--- src/sv/bq_pkg.sv ---
// shared constants, types and register codes for the biquad filter
package bq_pkg;

   // default widths of the sample and of the coefficient fraction
   localparam int SAMPLE_BITS_DEF    = 24;
   localparam int COEF_FRAC_BITS_DEF = 22;

   // integer bits of a coefficient including sign (q3.22 -> 26 bits)
   localparam int COEF_INT_BITS = 4;

   // queue between the feedforward front and the feedback back
   localparam int QUEUE_DEPTH = 4;
   localparam int QPTR_BITS   = $clog2(QUEUE_DEPTH);
   localparam int QCNT_BITS   = $clog2(QUEUE_DEPTH + 1);

   // configuration register index codes
   localparam int CSR_INDEX_BITS = 3;

   typedef enum logic [CSR_INDEX_BITS-1:0] {
      CSR_COEF_B0 = 3'd0,
      CSR_COEF_B1 = 3'd1,
      CSR_COEF_B2 = 3'd2,
      CSR_COEF_A1 = 3'd3,
      CSR_COEF_A2 = 3'd4
   } csr_index_type;

   // queue status seen by the front and the back
   typedef struct packed {
      logic                 empty;
      logic [QCNT_BITS-1:0] count;
   } queue_status_type;

endpackage

--- src/sv/bq_back.sv ---
// back: feedback products, final sum, rounding, saturation, output register
module bq_back import bq_pkg::*; #(
   parameter int SAMPLE_BITS    = SAMPLE_BITS_DEF,
   parameter int COEF_FRAC_BITS = COEF_FRAC_BITS_DEF,
   localparam int COEF_W = COEF_FRAC_BITS + COEF_INT_BITS,
   localparam int FF_W   = SAMPLE_BITS + COEF_W + 2
) (
   input  logic                          clock,
   input  logic                          reset,
   input  queue_status_type              queue_status,
   input  logic signed [FF_W-1:0]        pop_data,
   output logic                          pop,
   input  logic signed [COEF_W-1:0]      coef_a1,
   input  logic signed [COEF_W-1:0]      coef_a2,
   output logic                          rsp_valid,
   input  logic                          rsp_ready,
   output logic signed [SAMPLE_BITS-1:0] rsp_sample_out
);

   localparam int PROD_W = SAMPLE_BITS + COEF_W;
   localparam int ACC_W  = PROD_W + 3;

   localparam logic signed [ACC_W-1:0] HALF =
      ACC_W'(64'sd1 <<< (COEF_FRAC_BITS - 1));
   localparam logic signed [ACC_W-1:0] SAT_MAX =
      ACC_W'((64'sd1 <<< (SAMPLE_BITS - 1)) - 64'sd1);
   localparam logic signed [ACC_W-1:0] SAT_MIN = -SAT_MAX - ACC_W'(1);

   logic                          finish;
   logic signed [ACC_W-1:0]       acc;
   logic signed [ACC_W-1:0]       rounded;
   logic signed [SAMPLE_BITS-1:0] y_sat;

   logic                          busy_ff, busy_in;
   logic signed [FF_W-1:0]        ff_hold_ff, ff_hold_in;
   logic signed [PROD_W-1:0]      fb1_ff, fb1_in;
   logic signed [PROD_W-1:0]      fb2_ff, fb2_in;
   logic signed [SAMPLE_BITS-1:0] y1_ff, y1_in;
   logic signed [SAMPLE_BITS-1:0] y2_ff, y2_in;
   logic                          rsp_valid_ff, rsp_valid_in;
   logic signed [SAMPLE_BITS-1:0] rsp_data_ff, rsp_data_in;

   // take a new transaction only once the last output is in the history
   assign pop    = !busy_ff && !queue_status.empty;
   assign finish = busy_ff && (!rsp_valid_ff || rsp_ready);

   // final sum, round half up, clamp to the sample range
   always_comb begin
      acc     = ACC_W'(ff_hold_ff) - ACC_W'(fb1_ff) - ACC_W'(fb2_ff);
      rounded = (acc + HALF) >>> COEF_FRAC_BITS;
      if (rounded > SAT_MAX) begin
         y_sat = SAT_MAX[SAMPLE_BITS-1:0];
      end else if (rounded < SAT_MIN) begin
         y_sat = SAT_MIN[SAMPLE_BITS-1:0];
      end else begin
         y_sat = rounded[SAMPLE_BITS-1:0];
      end
   end

   // two-step loop: feedback products, then sum and output history
   always_comb begin
      busy_in      = busy_ff;
      ff_hold_in   = ff_hold_ff;
      fb1_in       = fb1_ff;
      fb2_in       = fb2_ff;
      y1_in        = y1_ff;
      y2_in        = y2_ff;
      rsp_valid_in = rsp_valid_ff;
      rsp_data_in  = rsp_data_ff;
      if (rsp_ready) begin
         rsp_valid_in = 1'b0;
      end
      if (pop) begin
         busy_in    = 1'b1;
         ff_hold_in = pop_data;
         fb1_in     = PROD_W'(coef_a1) * PROD_W'(y1_ff);
         fb2_in     = PROD_W'(coef_a2) * PROD_W'(y2_ff);
      end
      if (finish) begin
         busy_in      = 1'b0;
         y1_in        = y_sat;
         y2_in        = y1_ff;
         rsp_valid_in = 1'b1;
         rsp_data_in  = y_sat;
      end
   end

   always_ff @(posedge clock) begin
      if (reset) begin
         busy_ff      <= 1'b0;
         y1_ff        <= '0;
         y2_ff        <= '0;
         rsp_valid_ff <= 1'b0;
      end else begin
         busy_ff      <= busy_in;
         y1_ff        <= y1_in;
         y2_ff        <= y2_in;
         rsp_valid_ff <= rsp_valid_in;
      end
   end

   always_ff @(posedge clock) begin
      ff_hold_ff  <= ff_hold_in;
      fb1_ff      <= fb1_in;
      fb2_ff      <= fb2_in;
      rsp_data_ff <= rsp_data_in;
   end

   assign rsp_valid      = rsp_valid_ff;
   assign rsp_sample_out = rsp_data_ff;

endmodule

--- config.mk ---
export PLATFORM = sky130hd
export DESIGN_NAME = bq_back
export DESIGN_NICKNAME = d
export VERILOG_FILES = /design/src/sv/bq_pkg.sv /design/src/sv/bq_back.sv
export SDC_FILE = /design/constraint.sdc
export NUM_CORES = 2
export LEC_CHECK = 0
export CELL_PAD_IN_SITES_DETAIL_PLACEMENT = 0
export CELL_PAD_IN_SITES_GLOBAL_PLACEMENT = 2
export CORE_ASPECT_RATIO = 1.4
export CORE_MARGIN = 4
export CORE_UTILIZATION = 44
export DETAILED_ROUTE_END_ITERATION = 10
export DONT_BUFFER_PORTS = 1
export PLACE_DENSITY_LB_ADDON = 0.1
export SYNTH_ARGS = -nofsm -noshare
export SYNTH_HDL_FRONTEND = slang
export SYNTH_SLANG_ARGS = --single-unit
--- constraint.sdc ---
create_clock -name clock -period 10.5 [get_ports clock]
set_input_delay 1.05 -clock clock [delete_from_list [all_inputs] [get_ports clock]]
set_output_delay 1.05 -clock clock [all_outputs]
set_load 0.01 [all_outputs]
### Word level (Yosys, flattened, before mapping)

Index checks and enable logic that the tools add are counted.

| storage, ports and cells | value |
|---|---|
| flip-flop bits (word level) | 226 |
| bits of input ports | 111 |
| output and inout bits | 26 |
| logic and storage cells | 27 |

| operators by class | value |
|---|---|
| add/sub/neg operators | 3 |
| multiply operators | 2 |
| $lt $le $gt $ge | 2 |
| multiplexer cells | 4 |
| reduce and logical (&&, ||, !) cells | 8 |

Operator list:

| cell | count |
|---|---|
| multiplier 26 x 24 -> 50 bit | 2 |
| adder 53 x 23 -> 53 bit (second input constant) | 1 |
| subtractor 52 x 50 -> 53 bit | 1 |
| subtractor 53 x 50 -> 53 bit | 1 |
| 2-to-1 mux 24 bit | 2 |
| greater-than comparator 31 x 24 -> 1 bit (second input constant) | 1 |
| < comparator 31 x 24 -> 1 bit (second input constant) | 1 |
| zero test 1 bit | 3 |
| logical AND 1 bit | 2 |
| 2-to-1 mux 1 bit | 2 |
| nonzero test 2 bit | 1 |
| OR reduction 2 bit | 1 |
| logical OR 1 bit | 1 |

### Depth between registers and ports, before layout

| depth | value |
|---|---|
| depth after elaboration | 6 |
| mapped depth | 29 |
| gate-level depth less buffers | 27 |

### Worst setup path before layout

OpenSTA, ideal clock, no wires.

| timing path | value |
|---|---|
| path type | in2out |
| start | in queue_status[3] (netlist bit) |
| end | out pop |
| arrival | 7.490 ns |
| required time | 9.450 ns |
| slack | 1.960 ns |
| cell stages on the path | 1 |
| buffers on the path | 0 |
| path through | nor2_1 |

| between the ends | value |
|---|---|
| cells in the longest elaborated chain, start to end | 2 |

Ends and longest elaborated chain:

| item | RTL line | source |
|---|---|---|
| from (decl) | bq_back.sv:10 | `input queue_status_type queue_status,` |
| zero test 1 bit | bq_back.sv:44 | `assign pop = !busy_ff && !queue_status.empty;` |
| logical AND 1 bit | bq_back.sv:44 |  |
| to (decl) | bq_back.sv:12 | `output logic pop,` |

No other way between the ends.

### Worst setup path after layout

| timing path | value |
|---|---|
| start | reg y1_ff[2] |
| end | reg fb1_ff[42] (data pin) |

| between the ends | value |
|---|---|
| cells in the longest elaborated chain, start to end | 1 |

Ends and longest elaborated chain:

| item | RTL line | source |
|---|---|---|
| from (decl) | bq_back.sv:38 | `logic signed [SAMPLE_BITS-1:0] y1_ff, y1_in;` |
| from (signal assigned) | bq_back.sv:96 | `y1_ff <= y1_in;` |
| multiplier 26 x 24 -> 50 bit | bq_back.sv:76 | `fb1_in = PROD_W'(coef_a1) * PROD_W'(y1_ff);` |
| to (signal assigned) | bq_back.sv:104 | `fb1_ff <= fb1_in;` |
| to (decl) | bq_back.sv:36 | `logic signed [PROD_W-1:0] fb1_ff, fb1_in;` |

No other way between the ends.
A chain may end at the register's enable or synchronous reset.

==> summary.md <==
| Metric | Value |
|---|---|
| Status | `finished clean` |
| Port Buffer Count | `0` |
| Maximum fanout along the worst path | `28` |
| Final setup vio count | `0` |
| # DRC | `0` |
| Crit-path most repeated cell | `fa_1` |
| Synth Area in Adders | `55.8%` |
| Detail Placement HPWL | `129000 um` |
| Initial DRC count | `around 1.6k` |
| Slowest cell on crit path | `dfxtp_1` |
| CTS Buffer Depth | `3` |
| Post-CTS sizing | `0` |
| Inserted Clock Buffers | `23` |
| Ratio of routed vias to standard cells | `roughly 5` |
| Via Count | `37.4k` |
| Commonest non-fill, non-tap cells in the layout | `1402 x inv_1, 1352 x fa_1, 776 x nand2_1` |
| Final Net Count | `between 7k and 8k` |
| Largest net degree at the start of global routing | `71` |
| Register bit total from synthesis | `226` |
| CTS Root Cell | `clkbuf_16` |
| Std cell rows | `155` |
| Initial antenna violation count | `16` |
| Fin. max-slew vios | `0` |
| Final instance area | `59100 um^2` |
| Netlist cell types | `82` |
| Clock latency on the worst-skew pair | `570 ps` |
| Critical Path Start Type | `register` |
| Setup Fix Bufs, Post-CTS | `0` |
| Worst EP arrival | `8780 ps` |
| Minimum clock period after layout | `8460 ps` |
| GRT Total Usage | `23.6%` |
| Htree depth | `1` |
| Post-Synth XOR/XNOR Area | `between 2 and 2.5%` |
| Fraction of registers with async set/reset | `0%` |
| WL final | `about 150000 um` |
| Wire length per cell | `roughly 21 um` |
| Drt pass-1 iters | `5` |
| Mapped cell area | `57000 um^2` |
| Worst EP required | `10820 ps` |
| Worst slew pin tran | `1200 ps` |
| CP Buf/Inv Count | `4` |
| Max-cap viol count | `0` |
| Post-synth EDFFs | `roughly 180` |
| Fmax | `0.118 GHz` |
| CTS tree | `yes` |
| GRT overflow | `0` |
| Syn avg cell area | `9.62 um^2` |
| Post-synthesis simple-gate area fraction | `14.4%` |
| Post-synthesis sequential area ratio | `between 10% and 20%` |
| Most common flop cell mapped by yosys | `edfxtp_1` |
| Die width | `roughly 310 um` |
| CTS sink cnt | `226` |
| Mapped Nets | `slightly below 8k` |
| TNS Setup | `0 ps` |
| First-pass GRT wire length | `roughly 250000 um` |
| GP Congestion | `0.835` |
| CP cell instances | `and2_1 -> fa_1 -> inv_1 -> fa_1 -> fa_1 -> fa_1 -> inv_1 -> fa_1 -> fa_1 -> inv_1 -> fa_1 -> inv_1 -> ha_1 -> a21o_1 -> a21o_1 -> a21o_1 -> a21oi_1 -> nor2_1 -> nor4_1 -> nor3_1 -> o21ai_1 -> nand2_1 -> a2111oi_0` |
| Die area | `135000 um^2` |
| Cell count after synthesis | `5918` |
| RSZ-0062 raised after global routing | `false` |
| Compound-Gate Fraction of Synth Area | `5.31%` |
| Clk pin slew, worst setup/hold paths | `about 60 ps` |
| I/O pins | `about 140` |
| CP max stage delay | `1050 ps` |
| Area delta synth->final | `3.84%` |
| Layout cell share with drive strength beyond 1 | `2.44%` |
| Die Span Y | `434 um` |
| Main combinational cell family by area after synthesis | `adder cells` |
| Max Clock Skew | `approximately 32 ps` |
| Crit Path Category | `reg -> reg` |
| Fillcell total | `12.5k` |
| Post-synthesis mux area share | `0.0901%` |
| Most common cell after layout, fill and taps aside | `inv_1` |
| Cell family contributing the most delay on the critical path | `adder cells` |
| Worst min path class | `reg -> reg` |
| Core box area | `about 130000 um^2` |
| CP Capture Type | `register` |
| Starting density of the core | `44.5%` |
| Period utilization | `80.6%` |
| Cell Area, Placed | `58300 um^2` |
| Post-cts hold buffer count | `0` |
| ANT nets after route | `0` |
| Worst slew margin | `19.8%` |
| Final Hold Fails | `0` |
| Yosys warning count | `0` |
| Vias in the first global route | `~42k` |
## layer usage
layer	vias to the layer above	global-route usage [%]	part of all wire, %
met2	602	42.8	52
li1	17100	-	-
met3	152	2.74	4.1
met5	-	0	0.040
met1	19600	30.6	42
met4	8	4.78	2.1
## area by class of cell
cell class | count | area [um^2] | area share [%]
clock buffer | 30 | 686 | 1.16
inverter | 1403 | 5270 | 8.90
tap | 1648 | 2060 | 3.49
timing repair buffer | 52 | 390 | 0.660
antenna | 6 | 15.0 | 0.0254
sequential | 226 | 6290 | 10.6
clock inverter | 11 | 93.8 | 0.159
multi-input combinational | 4014 | 44300 | 75.0
## worst paths after layout
path	startpoint	end	slack, ps	cells past startpoint
min	y1_ff[12]	y1_ff[12]	510	2
min reg2reg	y1_ff[12]	y1_ff[12]	510	2
max reg2reg	y1_ff[2]	fb1_ff[42]	2040	23
max	y1_ff[2]	fb1_ff[42]	2040	23
## synth_stat cells (7+ instances only)
| master | count | area (um^2) |
|---|---|---|
| a211oi_2 | 15 | 188 |
| nand2_1 | 776 | 2910 |
| nor3_1 | 14 | 70.1 |
| xnor2_1 | 98 | 858 |
| nor3b_1 | 7 | 52.6 |
| nor4_1 | 7 | 43.8 |
| nand3_1 | 27 | 135 |
| o21ai_0 | 66 | 330 |
| xor2_1 | 40 | 350 |
| o21a_1 | 9 | 67.6 |
| a31oi_1 | 7 | 43.8 |
| and2_1 | 586 | 3670 |
| and3_1 | 21 | 131 |
| nand4_1 | 30 | 188 |
| a211oi_1 | 9 | 67.6 |
| a21o_1 | 73 | 548 |
| nor2b_1 | 12 | 75.1 |
| o211ai_1 | 10 | 75.1 |
| buf_2 | 11 | 55.1 |
| o21bai_1 | 26 | 195 |
| dfxtp_1 | 50 | 1000 |
| clkbuf_1 | 253 | 950 |
| fa_1 | 1352 | 27100 |
| edfxtp_1 | 176 | 5290 |
| a21oi_1 | 175 | 876 |
| inv_1 | 1403 | 5270 |
| nand2b_1 | 33 | 206 |
| ha_1 | 378 | 4730 |
| nor2_1 | 138 | 518 |
| o21ai_1 | 16 | 80.1 |
## flip-flops by register name, indices dropped and copies added, names as in the netlist
register / flops
ff_hold_ff: 52
y2_ff: 24
busy_ff: 1
y1_ff: 24
rsp_valid: 1
rsp_sample_out: 24
fb1_ff: 50
fb2_ff: 50
## worst min-delay path, cell delays in order (launching register included)
cell and delay (ps):
dfxtp_1 320, nand3b_1 80, o21ai_1 50
## stage by stage
step	setup slack [ps]	util [%]	hold WS [ps]	cells
floorplan	1960	-	460	5918
global placement	1920	45.6	491	7343
detailed placement	1930	45.6	498	7343
CTS	1920	46.2	507	7384
global route	1670	46.2	513	7384
finish	2040	46.2	506	7390
## kinds of logic after synthesis
family                   Yosys count
XOR/XNOR                         140
adder cells (fa/ha/maj)         1730
multiplexers                       5
flip-flops                       226
AO/OA/AOI/OAI                    461
AND/OR/NAND/NOR                 1678
buffers and inverters           1678
Power is not shown: default switching activity piles up to over one toggle a cycle in this logic, so the estimate is an artifact.
