**src/sv/bq_pkg.sv**
```systemverilog
// shared constants, types and register codes for the biquad filter
package bq_pkg;

   // default widths of the sample and of the coefficient fraction
   localparam int SAMPLE_BITS_DEF    = 24;
   localparam int COEF_FRAC_BITS_DEF = 22;

   // integer bits of a coefficient including sign (q3.22 -> 26 bits)
   localparam int COEF_INT_BITS = 4;

   // queue between the feedforward front and the feedback back
   localparam int QUEUE_DEPTH = 4;
   localparam int QPTR_BITS   = $clog2(QUEUE_DEPTH);
   localparam int QCNT_BITS   = $clog2(QUEUE_DEPTH + 1);

   // configuration register index codes
   localparam int CSR_INDEX_BITS = 3;

   typedef enum logic [CSR_INDEX_BITS-1:0] {
      CSR_COEF_B0 = 3'd0,
      CSR_COEF_B1 = 3'd1,
      CSR_COEF_B2 = 3'd2,
      CSR_COEF_A1 = 3'd3,
      CSR_COEF_A2 = 3'd4
   } csr_index_type;

   // queue status seen by the front and the back
   typedef struct packed {
      logic                 empty;
      logic [QCNT_BITS-1:0] count;
   } queue_status_type;

endpackage

```
**src/sv/bq_fifo.sv**
```systemverilog
// short flip-flop queue carrying feedforward sums from front to back
module bq_fifo import bq_pkg::*; #(
   parameter int WIDTH = 8
) (
   input  logic                    clock,
   input  logic                    reset,
   input  logic                    push,
   input  logic [WIDTH-1:0]        push_data,
   input  logic                    pop,
   output logic [WIDTH-1:0]        pop_data,
   output queue_status_type        status
);

   logic [WIDTH-1:0]     entry_ff [QUEUE_DEPTH];
   logic [QPTR_BITS-1:0] wr_ptr_ff, wr_ptr_in;
   logic [QPTR_BITS-1:0] rd_ptr_ff, rd_ptr_in;
   logic [QCNT_BITS-1:0] count_ff, count_in;

   // pointer and fill count update
   always_comb begin
      wr_ptr_in = wr_ptr_ff;
      rd_ptr_in = rd_ptr_ff;
      count_in  = count_ff;
      if (push) begin
         wr_ptr_in = wr_ptr_ff + QPTR_BITS'(1);
      end
      if (pop) begin
         rd_ptr_in = rd_ptr_ff + QPTR_BITS'(1);
      end
      if (push && !pop) begin
         count_in = count_ff + QCNT_BITS'(1);
      end else if (pop && !push) begin
         count_in = count_ff - QCNT_BITS'(1);
      end
   end

   always_ff @(posedge clock) begin
      if (reset) begin
         wr_ptr_ff <= '0;
         rd_ptr_ff <= '0;
         count_ff  <= '0;
      end else begin
         wr_ptr_ff <= wr_ptr_in;
         rd_ptr_ff <= rd_ptr_in;
         count_ff  <= count_in;
      end
   end

   // storage, no reset needed
   always_ff @(posedge clock) begin
      if (push) begin
         entry_ff[wr_ptr_ff] <= push_data;
      end
   end

   assign pop_data     = entry_ff[rd_ptr_ff];
   assign status.empty = (count_ff == '0);
   assign status.count = count_ff;

endmodule

```
**config.mk**
```make
export PLATFORM = sky130hd
export DESIGN_NAME = bq_fifo
export DESIGN_NICKNAME = d
export VERILOG_FILES = /design/src/sv/bq_pkg.sv /design/src/sv/bq_fifo.sv
export SDC_FILE = /design/constraint.sdc
export NUM_CORES = 1
export LEC_CHECK = 0
export ABC_AREA = 1
export BUFFER_PORTS_ARGS = -buffer_cell sky130_fd_sc_hd__buf_2
export CORE_ASPECT_RATIO = 1.25
export CORE_MARGIN = 2
export CORE_UTILIZATION = 55
export DETAILED_ROUTE_END_ITERATION = 10
export PLACE_DENSITY = 0.77
export SETUP_SLACK_MARGIN = 0.4
export SYNTH_ARGS = -nofsm -noshare
export SYNTH_HDL_FRONTEND = slang
export SYNTH_SLANG_ARGS = --single-unit
```
**constraint.sdc**
```tcl
create_clock -name clock -period 2.97 [get_ports clock]
set_input_delay 0.297 -clock clock [delete_from_list [all_inputs] [get_ports clock]]
set_output_delay 0.297 -clock clock [all_outputs]
set_load 0.01 [all_outputs]
```
# == After elaboration in Yosys (flattened, before gate mapping) ==
# Memories as Yosys holds them, arrays and structs flattened. A register that Yosys moved wholly into a read port is not among the register bits.
# Index checks and enable logic that the tools add are counted.
# classes
n_addsub,4
n_mux,6
reduce_logical,6
# op_table
operator,count
two-way mux 3 bit,2
adder 2 x 1 -> 2 bit (second input constant),2
two-way mux 2 bit,2
adder 3 x 1 -> 3 bit (second input constant),1
zero test 3 bit,1
subtractor 3 x 1 -> 3 bit (second input constant),1
logical AND 1 bit,2
zero test 1 bit,2
two-way mux 1 bit,2
nonzero test 2 bit,1
# word_totals
ff_bits,7
ram_bits,32
inputBits,12
out_inout_bits,12
word_cells,20
memories,1
# memory_table
name,words,word_bits,rd,rd_clocked_by_memory_dff,wr,line,text
entry_ff,4,8,1,1,1,bq_fifo.sv:14,logic [WIDTH-1:0] entry_ff [QUEUE_DEPTH];

# == Depth between registers and ports, before layout ==
# Gate-level depths: netlist of the first run.
# logic_depth
word_depth,4
ltp_mapped,10
mapped_depth_nobuf,10

# == Least setup slack after synthesis of the first run ==
# Ideal clock, no wire load.
# synth_timing
path_type,input-to-reg
start,in pop
end,reg count_ff[2]
setup_ps,110
arrival_ps,1188
required_time_ps,2860
setup_slack_ps,1672
path_stages,10
path_buffers,0
cell_sequence,inv_1 ha_1 inv_1 fa_1 inv_1 nand2_1 nand3_1 nand2_1 inv_1 nor2_1
# synth_via
elab_chain_cells,3
word_cells_on_any_way,5
cone_classes,mux: 1; reduce/logical: 4
# synth_lines
element,line,text
start: declaration,bq_fifo.sv:9,"input logic pop,"
zero test 1 bit,bq_fifo.sv:30,if (push && !pop) begin
logical AND 1 bit,bq_fifo.sv:30,
two-way mux 3 bit or nonzero test 2 bit (tied branches),--,
end signal: assignment,bq_fifo.sv:45,count_ff <= count_in;
end: declaration,bq_fifo.sv:17,"logic [QCNT_BITS-1:0] count_ff, count_in;"
# Parallel ways exist; a longest one is shown, timed or not.
# A chain may end at the register's enable or synchronous reset.

==> impl_metrics.py, run 1 <==
metrics = {
    "drt": {
        "avgRoutedWirePerCell_um": 13.4,
        "first_pass_iters": 4,
        "drtIter0Drc": 43,
        "remaining_drc_errors": 0,
        "antenna_violating_nets_post_route": 0,
        "route.vias.total": 1033,
        "routed_wl_um": 2660,
        "avgViaCountPerCell": 5.22,
    },
    "floorplanning": {
        "chipWidth_um": 52.8,
        "start_util_pct": 56.6,
        "die_height_um": 65.0,
        "core_sq_um": 2890,
        "rows": 22,
        "boundaryPins": 24,
        "die-area_sq_um": 3430,
    },
    "logic_synthesis": {
        "syn_inst": 133,
        "synthesis.area_sq_um": 1640,
        "yosysSeqAreaShare_pct": 69.7,
        "yosys_most_used_dff": "edfxtp_1",
        "yosys_warnings": 0,
        "yosysTopAreaCell": "edfxtp_1",
        "ys_ff_latch": 41,
        "synthTopCellsByArea": "edfxtp_1, dfxtp_1, o21ai_0",
        "avgSynthCellArea_sq_um": 12.3,
        "number_of_nets_produced_by_synthesis": 151,
        "ys_types": 19,
        "synth_async_sr_flop_share_pct": 0,
        "synthMostInstantiatedCell": "edfxtp_1",
        "ys_top_cells_by_count": "edfxtp_1, nor2_1, o21ai_0, inv_1",
        "synth-edff-count": 32,
        "synth_largest_type_area_fraction_pct": 58.7,
    },
    "clock_tree": {
        "worst_skew_pair.late_latency_ns": 0.34,
        "numClockSinks": 41,
        "postCtsResizedCells": 0,
        "cts_hold_buf": 0,
        "clock_tree.root_cell": "clkbuf_4",
        "ctsLongestPathBuffers": 2,
        "cts_inserted_buffers": 5,
        "htree_levels": 2,
        "cts_tree": "built",
        "clk_transition_reported_paths_ns": 0.11,
        "cts_post_setup_buffers_inserted": 0,
    },
    "place": {
        "placement.io_buffers": 23,
        "gpl.final_weighted_congestion": 0.769,
        "dp.final_hpwl_um": 1860,
        "numPlacedInstances": 190,
        "place_worst_setup_slack_ns": 1.32,
    },
    "power": {
        "comb_power_share_pct": 12.1,
        "finalPower_w": 0.00111,
        "p_clk_share_pct": 27.5,
        "power_switching_share_pct": 23.9,
        "power.density_nw_per_um2": 601,
        "power.switching_w": 0.000265,
        "seq_power_share_pct": 60.4,
        "internal_power_w": 0.000845,
        "leakagePower_nw": 0.755,
        "ir_drop_mv": 0.554,
    },
    "final_layout": {
        "filler_free_cell_count_of_the_finished_design": 198,
        "antenna_cells_inserted": 0,
        "syn_to_final_growth_pct": 12.8,
        "finalNetCount": 179,
        "fin_util_pct": 63.9,
        "final_layout_size_suffix_gt1_share_pct": 22.2,
    },
    "sta": {
        "setup-violations-final": 0,
        "final.period_utilization_pct": 67.9,
        "finalCriticalPeriod_ns": 2.02,
        "worst_clock_skew_ns": 0.0204,
        "fin_tns_setup_ns": 0,
        "report.final.hold_viol_count": 0,
        "final_count_of_pins_violating_max_slew": 0,
        "unrepaired_setup_endpoints_after_global_routing": "false",
        "maxClockFrequency_ghz": 0.496,
        "layout_setup_ws_ns": 0.952,
        "worst-slew-pin-transition_ns": 0.527,
        "timing.max_slew.rel_slack_pct": 64.8,
    },
    "global_route": {
        "grt_remaining_overflow": 0,
        "grt_usage_pct": 18.2,
        "grt_max_degree": 18,
        "grt_first_pass_wirelength_um": 4240,
        "grt_pass1_vias": 994,
        "grt_antenna_before_repair": 0,
    },
    "flow_run": {
        "drv.max_cap_violation_count": 0,
    },
    "setup_path": {
        "required_ns": 2.67,
        "timing.critical_path.from_type": "register",
        "cp_max_fo": 17,
        "critical_path_class": "reg -> out",
        "crit_arrival_ns": 1.72,
        "endpoint_kind": "output port",
    },
    "min_path": {
        "hold_path_class": "in -> reg",
    },
    "status": {
        "status": "finished, final reports clean",
    },
}
## flip-flops by register name, indices dropped and copies added (netlist names), named ones only
register	count
rd_ptr_ff	2
count_ff	3
wr_ptr_ff	2
entry_ff	32
## per-layer routing
metal  up-vias  global-route usage, %  wire length, um
li1        517                      -                -
met1       477                   17.2             1010
met2        35                   31.6             1440
met3         4                   6.68              153
met4         0                   11.9               51
met5         -                      0                0
## placed cells by master (no fill, tap or decap)
master / n
a21oi_1: 3
nand3_1: 1
nand2_1: 9
xor2_1: 1
nand4_1: 1
clkbuf_1: 1
clkinv_2: 1
ha_1: 5
o21ai_2: 2
o21ai_1: 2
inv_1: 16
clkbuf_4: 5
fa_1: 1
edfxtp_1: 32
o21ai_0: 17
inv_2: 1
nor2_1: 19
dfxtp_1: 9
o22ai_1: 8
clkbuf_16: 1
buf_2: 23
nor2_2: 3
nor3_1: 1
## kinds of logic after synthesis
family | Yosys count | share of synthesized area (%)
buffers and inverters | 19 | 5.28
AND/OR/NAND/NOR | 34 | 8.56
AO/OA/AOI/OAI | 32 | 10.9
adder cells (fa/ha/maj) | 6 | 5.05
XOR/XNOR | 1 | 0.535
flip-flops | 41 | 69.7
## worst max-delay path, cell delays in order (launching register included)
cell and delay (ns):
dfxtp_1 0.67, inv_2 0.27, o21ai_0 0.22, o22ai_1 0.08, buf_2 0.14
## power by group through the flow
stage / combinational (W) / sequential [W] / clock [W]
after floorplan: 0.0000851 / 0.000681 / 0
after global placement: 0.000127 / 0.000682 / 0
after detailed placement: 0.000135 / 0.000684 / 0
after CTS: 0.000136 / 0.000671 / 0.000310
after global routing: 0.000152 / 0.000675 / 0.000338
final: 0.000135 / 0.000670 / 0.000305
## worst paths after layout
| check | slack (ns) | cells after the start | endpoint | start |
|---|---|---|---|---|
| worst max register to register | 1.69 | 4 | entry_ff[0][1] | wr_ptr_ff[0] |
| worst max-delay path | 0.95 | 4 | pop_data[3] | register |
| worst min-delay path | 0.11 | 2 | count_ff[0] | reset |
| worst min register to register | 0.46 | 1 | rd_ptr_ff[1] | rd_ptr_ff[1] |
## final cells by class
type	instances	area, sq um
Sequential cell	41	1140
Fill cell	219	1040
Multi-Input combinational cell	73	409
Inverter	17	63.8
Tap cell	36	45.0
Clock inverter	1	5.00
Timing Repair Buffer	23	115
Clock buffer	7	66.3
## stage by stage
step                      area [sq um]  hold slack (ns)
final                             1850            0.111
after global routing              1850           0.0829
after CTS                         1850           0.0952
after detailed placement          1770            0.450
after global placement            1770            0.427
after floorplan                   1640            0.369
No activity file was read; power rests on OpenSTA's default activity.
==> inputs of run 2 (changes only) <==
CORE_UTILIZATION = 49   (was 55)
PLACE_DENSITY = 0.73   (was 0.77)
clock period = 1.7 ns   (was 2.97 ns; I/O delays follow)
==> run 2 against run 1 <==
  * First-iteration DRC count is 14% lower
  * Critical path depth stayed put
  * Largest cell class unchanged
  * Wire length is 9.5% higher
  * Register-to-register slack worse by 1.3 ns
  * Count of clock-buffer cells in the layout is 1 lower
  * Critical endpoint is now pop_data[2]
==> impl_metrics.py, run 2 (synthesis gave the netlist of run 1 again) <==
metrics = {
    "status": {
        "status": "finished, final reports clean",
    },
    "sta": {
        "worst-slew-pin-transition_ns": 0.365,
        "worst_clock_skew_ns": 0.00679,
        "setup-violations-final": 0,
        "finalCriticalPeriod_ns": 1.37,
        "maxClockFrequency_ghz": 0.732,
        "unrepaired_setup_endpoints_after_global_routing": "true",
        "layout_setup_ws_ns": 0.335,
        "fin_tns_setup_ns": 0,
        "report.final.hold_viol_count": 0,
        "worst_hold_slack_ns": 0.0400,
        "timing.max_slew.rel_slack_pct": 75.6,
        "final_count_of_pins_violating_max_slew": 0,
        "final.period_utilization_pct": 80.3,
    },
    "setup_path": {
        "timing.critical_path.from_type": "register",
        "worst-path-buf-inv": 2,
        "required_ns": 1.53,
        "critical-path-slowest-cell": "dfxtp_4",
        "critical_path_class": "reg -> out",
        "critical-path-top-delay-family": "flip-flops",
        "critical_path.cell_chain": "buf_6 > o21ai_0 > o22ai_1 > buf_2",
        "crit_path_max_incr_delay_ns": 0.40,
        "crit_arrival_ns": 1.20,
        "cp_max_fo": 8,
        "endpoint_kind": "output port",
    },
    "global_route": {
        "grt_first_pass_wirelength_um": 4640,
        "grt_max_degree": 17,
        "grt_remaining_overflow": 0,
        "grt_usage_pct": 17.0,
        "grt_antenna_before_repair": 0,
        "grt_pass1_vias": 1040,
    },
    "power": {
        "seq_power_share_pct": 53.2,
        "comb_power_share_pct": 12.8,
        "power.switching_w": 0.000517,
        "ir_drop_mv": 0.882,
        "power_switching_share_pct": 23.5,
        "power.density_nw_per_um2": 1110,
        "leakagePower_nw": 0.775,
        "internal_power_w": 0.00168,
        "p_clk_share_pct": 34.0,
    },
    "clock_tree": {
        "numClockSinks": 41,
        "clock_tree.root_cell": "clkbuf_8",
        "ctsLongestPathBuffers": 2,
        "cts_tree": "built",
        "worst_skew_pair.late_latency_ns": 0.29,
        "clk_transition_reported_paths_ns": 0.07,
        "htree_levels": 2,
        "cts_inserted_buffers": 5,
    },
    "min_path": {
        "hold_path_class": "in -> reg",
    },
    "floorplanning": {
        "rows": 23,
        "die_height_um": 68.6,
        "start_util_pct": 51.2,
        "core_sq_um": 3190,
        "chipWidth_um": 55.7,
        "boundaryPins": 24,
        "die-area_sq_um": 3820,
    },
    "final_layout": {
        "antenna_cells_inserted": 0,
        "final_common_cell": "edfxtp_1",
        "layout_common_cells": "edfxtp_1, buf_2, nor2_1",
        "finalNetCount": 183,
        "final_layout_size_suffix_gt1_share_pct": 33.7,
        "largest-register": "entry_ff",
        "syn_to_final_growth_pct": 20.9,
        "filler_free_cell_count_of_the_finished_design": 203,
        "largest_register_ffs": 32,
        "reg.largest.list": "entry_ff x32, count_ff x3",
    },
    "place": {
        "dp.final_hpwl_um": 1910,
        "place_worst_setup_slack_ns": 0.262,
        "numPlacedInstances": 193,
        "gpl.final_weighted_congestion": 0.741,
        "placement.io_buffers": 23,
    },
    "drt": {
        "route.vias.total": 1074,
        "antenna_violating_nets_post_route": 0,
        "remaining_drc_errors": 0,
        "avgRoutedWirePerCell_um": 14.4,
        "drtIter0Drc": 37,
        "first_pass_iters": 4,
        "avgViaCountPerCell": 5.29,
        "routed_wl_um": 2920,
    },
    "flow_run": {
        "drv.max_cap_violation_count": 0,
    },
}
run 2: cell types whose count changed in the layout (fill, tap and decap cells not counted), moves of 2 or more:
| cell | before | now |
|---|---|---|
| nand2_1 | 9 | 7 |
| o21ai_2 | 2 | 5 |
| clkbuf_8 | 0 | 5 |
| clkinvlp_4 | 0 | 4 |
| o21ai_1 | 2 | 5 |
| inv_1 | 16 | 12 |
| nand2_2 | 0 | 2 |
| dfxtp_1 | 9 | 4 |
| dfxtp_2 | 0 | 3 |
| clkbuf_4 | 5 | 0 |
| o21ai_0 | 17 | 11 |
| buf_4 | 0 | 2 |
| buf_6 | 0 | 2 |
| dfxtp_4 | 0 | 2 |
run 2: path summary, 6_finish.rpt:
check                     from             end  slack (ns)  cells after the start
setup reg to reg  wr_ptr_ff[0]  entry_ff[2][0]        0.44                      4
setup / recovery      register     pop_data[2]        0.33                      4
hold / removal           reset     count_ff[0]        0.04                      2
hold reg to reg   rd_ptr_ff[1]        register        0.45                      1
run 2: power groups by stage:
stage / sequential (W) / clock [W] / combinational, W
floorplan: 0.00119 / 0 / 0.000149
global placement: 0.00119 / 0 / 0.000235
detailed placement: 0.00119 / 0 / 0.000249
CTS: 0.00117 / 0.000766 / 0.000270
global route: 0.00118 / 0.000813 / 0.000313
finish: 0.00117 / 0.000748 / 0.000281
run 2: what timing repair did:
action	in CTS	in global routing
setup buffers	2	0
setup endpoints to repair	9	33
pin swaps	2	2
gates resized for setup	17	12
hold buffers	0	0
run 2: stage by stage:
stage,power [W],utilization [%],area (sq um)
2_1_floorplan,0.00134,-,1640
3_3_place_gp,0.00142,56.1,1790
3_5_place_dp,0.00144,56.1,1790
4_1_cts,0.00220,61.1,1950
5_1_grt,0.00230,61.9,1980
6_report,0.00220,61.9,1980
run 2: layout make-up:
type / count / area (sq um)
Clock buffer: 6 / 72.6
Clock inverter: 2 / 35.0
Multi-Input combinational cell: 73 / 433
Inverter: 17 / 86.3
Sequential cell: 41 / 1150
Tap cell: 37 / 46.3
Timing Repair Buffer: 27 / 153
Fill cell: 248 / 1220
run 2: routing by layer:
layer / GRT usage [%] / up-vias / wire length (um)
li1: - / 527 / -
met1: 17.1 / 507 / 1140
met2: 30.1 / 31 / 1560
met3: 5.78 / 9 / 132
met4: 11.9 / 0 / 80
met5: 0 / - / 0
==> inputs of run 3 (changes only) <==
ABC_AREA = 0   (was 1)
CORE_UTILIZATION = 54   (was 49)
PLACE_DENSITY = 0.76   (was 0.73)
clock period = 1.3 ns   (was 1.7 ns; I/O delays follow)
==> run 3 against run 2 <==
  * The run now ends with negative setup slack left
  * Synthesized cell count decreased by 36%
  * Critical path depth down 1
  * Register-to-register slack got worse by 0.61 ns
  * Design area is 8.9% higher
  * Largest cell class unchanged
  * Count of clock-buffer cells in the layout grew 2
==> impl_metrics.py, run 3 <==
metrics = {
    "setup_path": {
        "critical_path_class": "reg -> out",
        "crit_arrival_ns": 1.47,
        "timing.critical_path.from_type": "register",
        "slack_of_the_worst_reg_to_reg_path_ns": -0.17,
        "endpoint_kind": "output port",
        "cp_max_fo": 8,
        "required_ns": 1.17,
    },
    "power": {
        "finalPower_w": 0.00278,
        "power.density_nw_per_um2": 1290,
        "leakagePower_nw": 0.783,
        "ir_drop_mv": 0.934,
    },
    "floorplanning": {
        "chipWidth_um": 52.4,
        "die-area_sq_um": 3380,
        "core_sq_um": 2730,
        "start_util_pct": 57.8,
        "die_height_um": 64.5,
        "boundaryPins": 24,
        "rows": 21,
    },
    "sta": {
        "setup-violations-final": 10,
        "finalCriticalPeriod_ns": 1.60,
        "unrepaired_setup_endpoints_after_global_routing": "true",
        "timing.max_slew.rel_slack_pct": 80.9,
        "final_count_of_pins_violating_max_slew": 0,
        "final.period_utilization_pct": 123,
        "layout_setup_ws_ns": -0.297,
        "worst-slew-pin-transition_ns": 0.284,
        "worst_clock_skew_ns": 0.00677,
        "fin_tns_setup_ns": -2.55,
        "maxClockFrequency_ghz": 0.626,
        "report.final.hold_viol_count": 0,
    },
    "global_route": {
        "grt_remaining_overflow": 0,
        "grt_antenna_before_repair": 0,
        "grt_pass1_vias": 906,
        "grt_first_pass_wirelength_um": 4150,
        "grt_max_degree": 13,
        "grt_usage_pct": 18.0,
    },
    "final_layout": {
        "finalNetCount": 148,
        "layout_common_cells": "edfxtp_1, buf_2, buf_6",
        "syn_to_final_growth_pct": 36.5,
        "filler_free_cell_count_of_the_finished_design": 165,
        "final_layout_size_suffix_gt1_share_pct": 56.5,
        "filler_cell_count": 154,
        "final_cell_area_sq_um": 2150,
        "largest_register_ffs": 32,
        "antenna_cells_inserted": 0,
        "final_common_cell": "edfxtp_1",
        "largest-register": "entry_ff",
        "reg.largest.list": "entry_ff x32, count_ff x3",
    },
    "drt": {
        "remaining_drc_errors": 0,
        "avgViaCountPerCell": 5.16,
        "first_pass_iters": 4,
        "avgRoutedWirePerCell_um": 16.1,
        "route.vias.total": 851,
        "routed_wl_um": 2650,
        "antenna_violating_nets_post_route": 0,
        "drtIter0Drc": 31,
    },
    "clock_tree": {
        "numClockSinks": 41,
        "worst_skew_pair.late_latency_ns": 0.34,
        "clk_transition_reported_paths_ns": 0.11,
        "cts_inserted_buffers": 5,
        "htree_levels": 2,
        "ctsLongestPathBuffers": 2,
        "cts_tree": "built",
        "clock_tree.root_cell": "clkbuf_4",
    },
    "logic_synthesis": {
        "post_synth_and_or_nand_nor_area_fraction_pct": 4.20,
        "avgSynthCellArea_sq_um": 18.6,
        "syn_inst": 85,
        "ys_types": 19,
        "synthMostInstantiatedCell": "edfxtp_1",
        "number_of_nets_produced_by_synthesis": 103,
        "synthTopCellsByArea": "edfxtp_1, dfxtp_1, mux4_2",
        "ys_top_cells_by_count": "edfxtp_1, dfxtp_1, mux4_2, nor2_1, ha_1",
        "synthesis.area_sq_um": 1580,
        "yosys_warnings": 0,
        "ys_ff_latch": 41,
        "yosysTopAreaCell": "edfxtp_1",
        "synth_xor_xnor_area_share_pct": 2.77,
        "synth_async_sr_flop_share_pct": 0,
        "combinational_family_with_the_most_area_after_synthesis": "multiplexers",
        "synth_compound_gate_area_share_pct": 0.634,
        "adder_and_majority_gate_portion_of_the_synthesized_area_pct": 5.23,
        "yosys_most_used_dff": "edfxtp_1",
        "synth_largest_type_area_fraction_pct": 60.9,
        "yosysSeqAreaShare_pct": 72.3,
        "synth-edff-count": 32,
        "portion_of_netlist_area_occupied_by_mux_cells_pct": 12.7,
    },
    "place": {
        "placement.io_buffers": 23,
        "dp.final_hpwl_um": 1710,
        "gpl.final_weighted_congestion": 0.702,
        "place_worst_setup_slack_ns": -0.302,
        "numPlacedInstances": 146,
        "postPlaceCellArea_sq_um": 1890,
    },
    "min_path": {
        "hold_path_class": "in -> reg",
    },
    "status": {
        "violations_in_the_final_reports": "negative setup slack",
        "status": "finished with violations",
    },
    "flow_run": {
        "drv.max_cap_violation_count": 0,
    },
}
==> run 3: cell count changes after synthesis, sizes merged, moves of 2 or more <==
cell / previous run / this run
a21oi: 3 / 1
and2: 0 / 4
clkbuf: 0 / 2
inv: 17 / 4
mux2i: 0 / 2
mux4: 0 / 8
nand2: 9 / 1
nor2: 22 / 7
o21ai: 21 / 1
o22ai: 8 / 0
xnor2: 0 / 2
xor2: 1 / 3
==> run 3: worst paths after layout <==
check,from,to,cells past startpoint
hold / removal,push_data[0],entry_ff[0][0],1
hold reg to reg,rd_ptr_ff[0],register,2
setup / recovery,register,pop_data[3],3
setup reg to reg,count_ff[1],count_ff[2],4
==> run 3: stage by stage <==
step | hold slack (ns) | utilization, %
global placement | 0.340 | 69.0
global route | 0.00888 | 78.8
floorplan | 0.229 | -
detailed placement | 0.348 | 69.0
finish | 0.0152 | 78.8
CTS | 0.000101 | 75.1
==> run 3: worst max-delay path: stages (launching register included) <==
cell and delay (ns):
dfxtp_2 0.36, buf_12 0.13, mux4_2 0.51, buf_6 0.14
==> run 3: logic make-up (layout without fill, tap and decap cells) <==
family                   count (synthesis)  in the layout
AO/OA/AOI/OAI                            2              2
buffers and inverters                    7             53
multiplexers                            10             10
AND/OR/NAND/NOR                         14             14
flip-flops                              41             41
adder cells (fa/ha/maj)                  6              6
XOR/XNOR                                 5              5
==> run 3: metal layers <==
| metal | vias up | wire length, um | GRT usage (%) |
|---|---|---|---|
| li1 | 405 | - | - |
| met1 | 416 | 977 | 19.3 |
| met2 | 24 | 1500 | 31.4 |
| met3 | 6 | 110 | 5.76 |
| met4 | 0 | 59 | 8.33 |
| met5 | - | 0 | 0 |
==> run 3: final cells by class <==
| class | instances | area [sq um] | area share (%) |
|---|---|---|---|
| flip-flops and latches | 41 | 1160 | 53.8 |
| well taps | 34 | 42.5 | 1.97 |
| inverters | 4 | 32.5 | 1.51 |
| multi-input cells | 37 | 509 | 23.6 |
| clock buffers | 8 | 58.8 | 2.73 |
| repair buffers | 41 | 353 | 16.4 |
==> run 3: what timing repair did <==
| item | CTS | global route |
|---|---|---|
| pin swaps | 4 | 4 |
| hold buffers | 4 | 2 |
| gates cloned | 0 | 0 |
| gates resized for setup | 10 | 13 |
| buffers inserted | 3 | 2 |
| setup endpoints to repair | 47 | 48 |
| hold endpoints to repair | 16 | 7 |
==> run 3: power breakdown <==
part           internal, W  total, W  leakage (nW)  switching [W]
Sequential         0.00150   0.00156         0.371      0.0000537
Combinational     0.000351  0.000606         0.379       0.000255
Clock             0.000267  0.000622        0.0326       0.000355
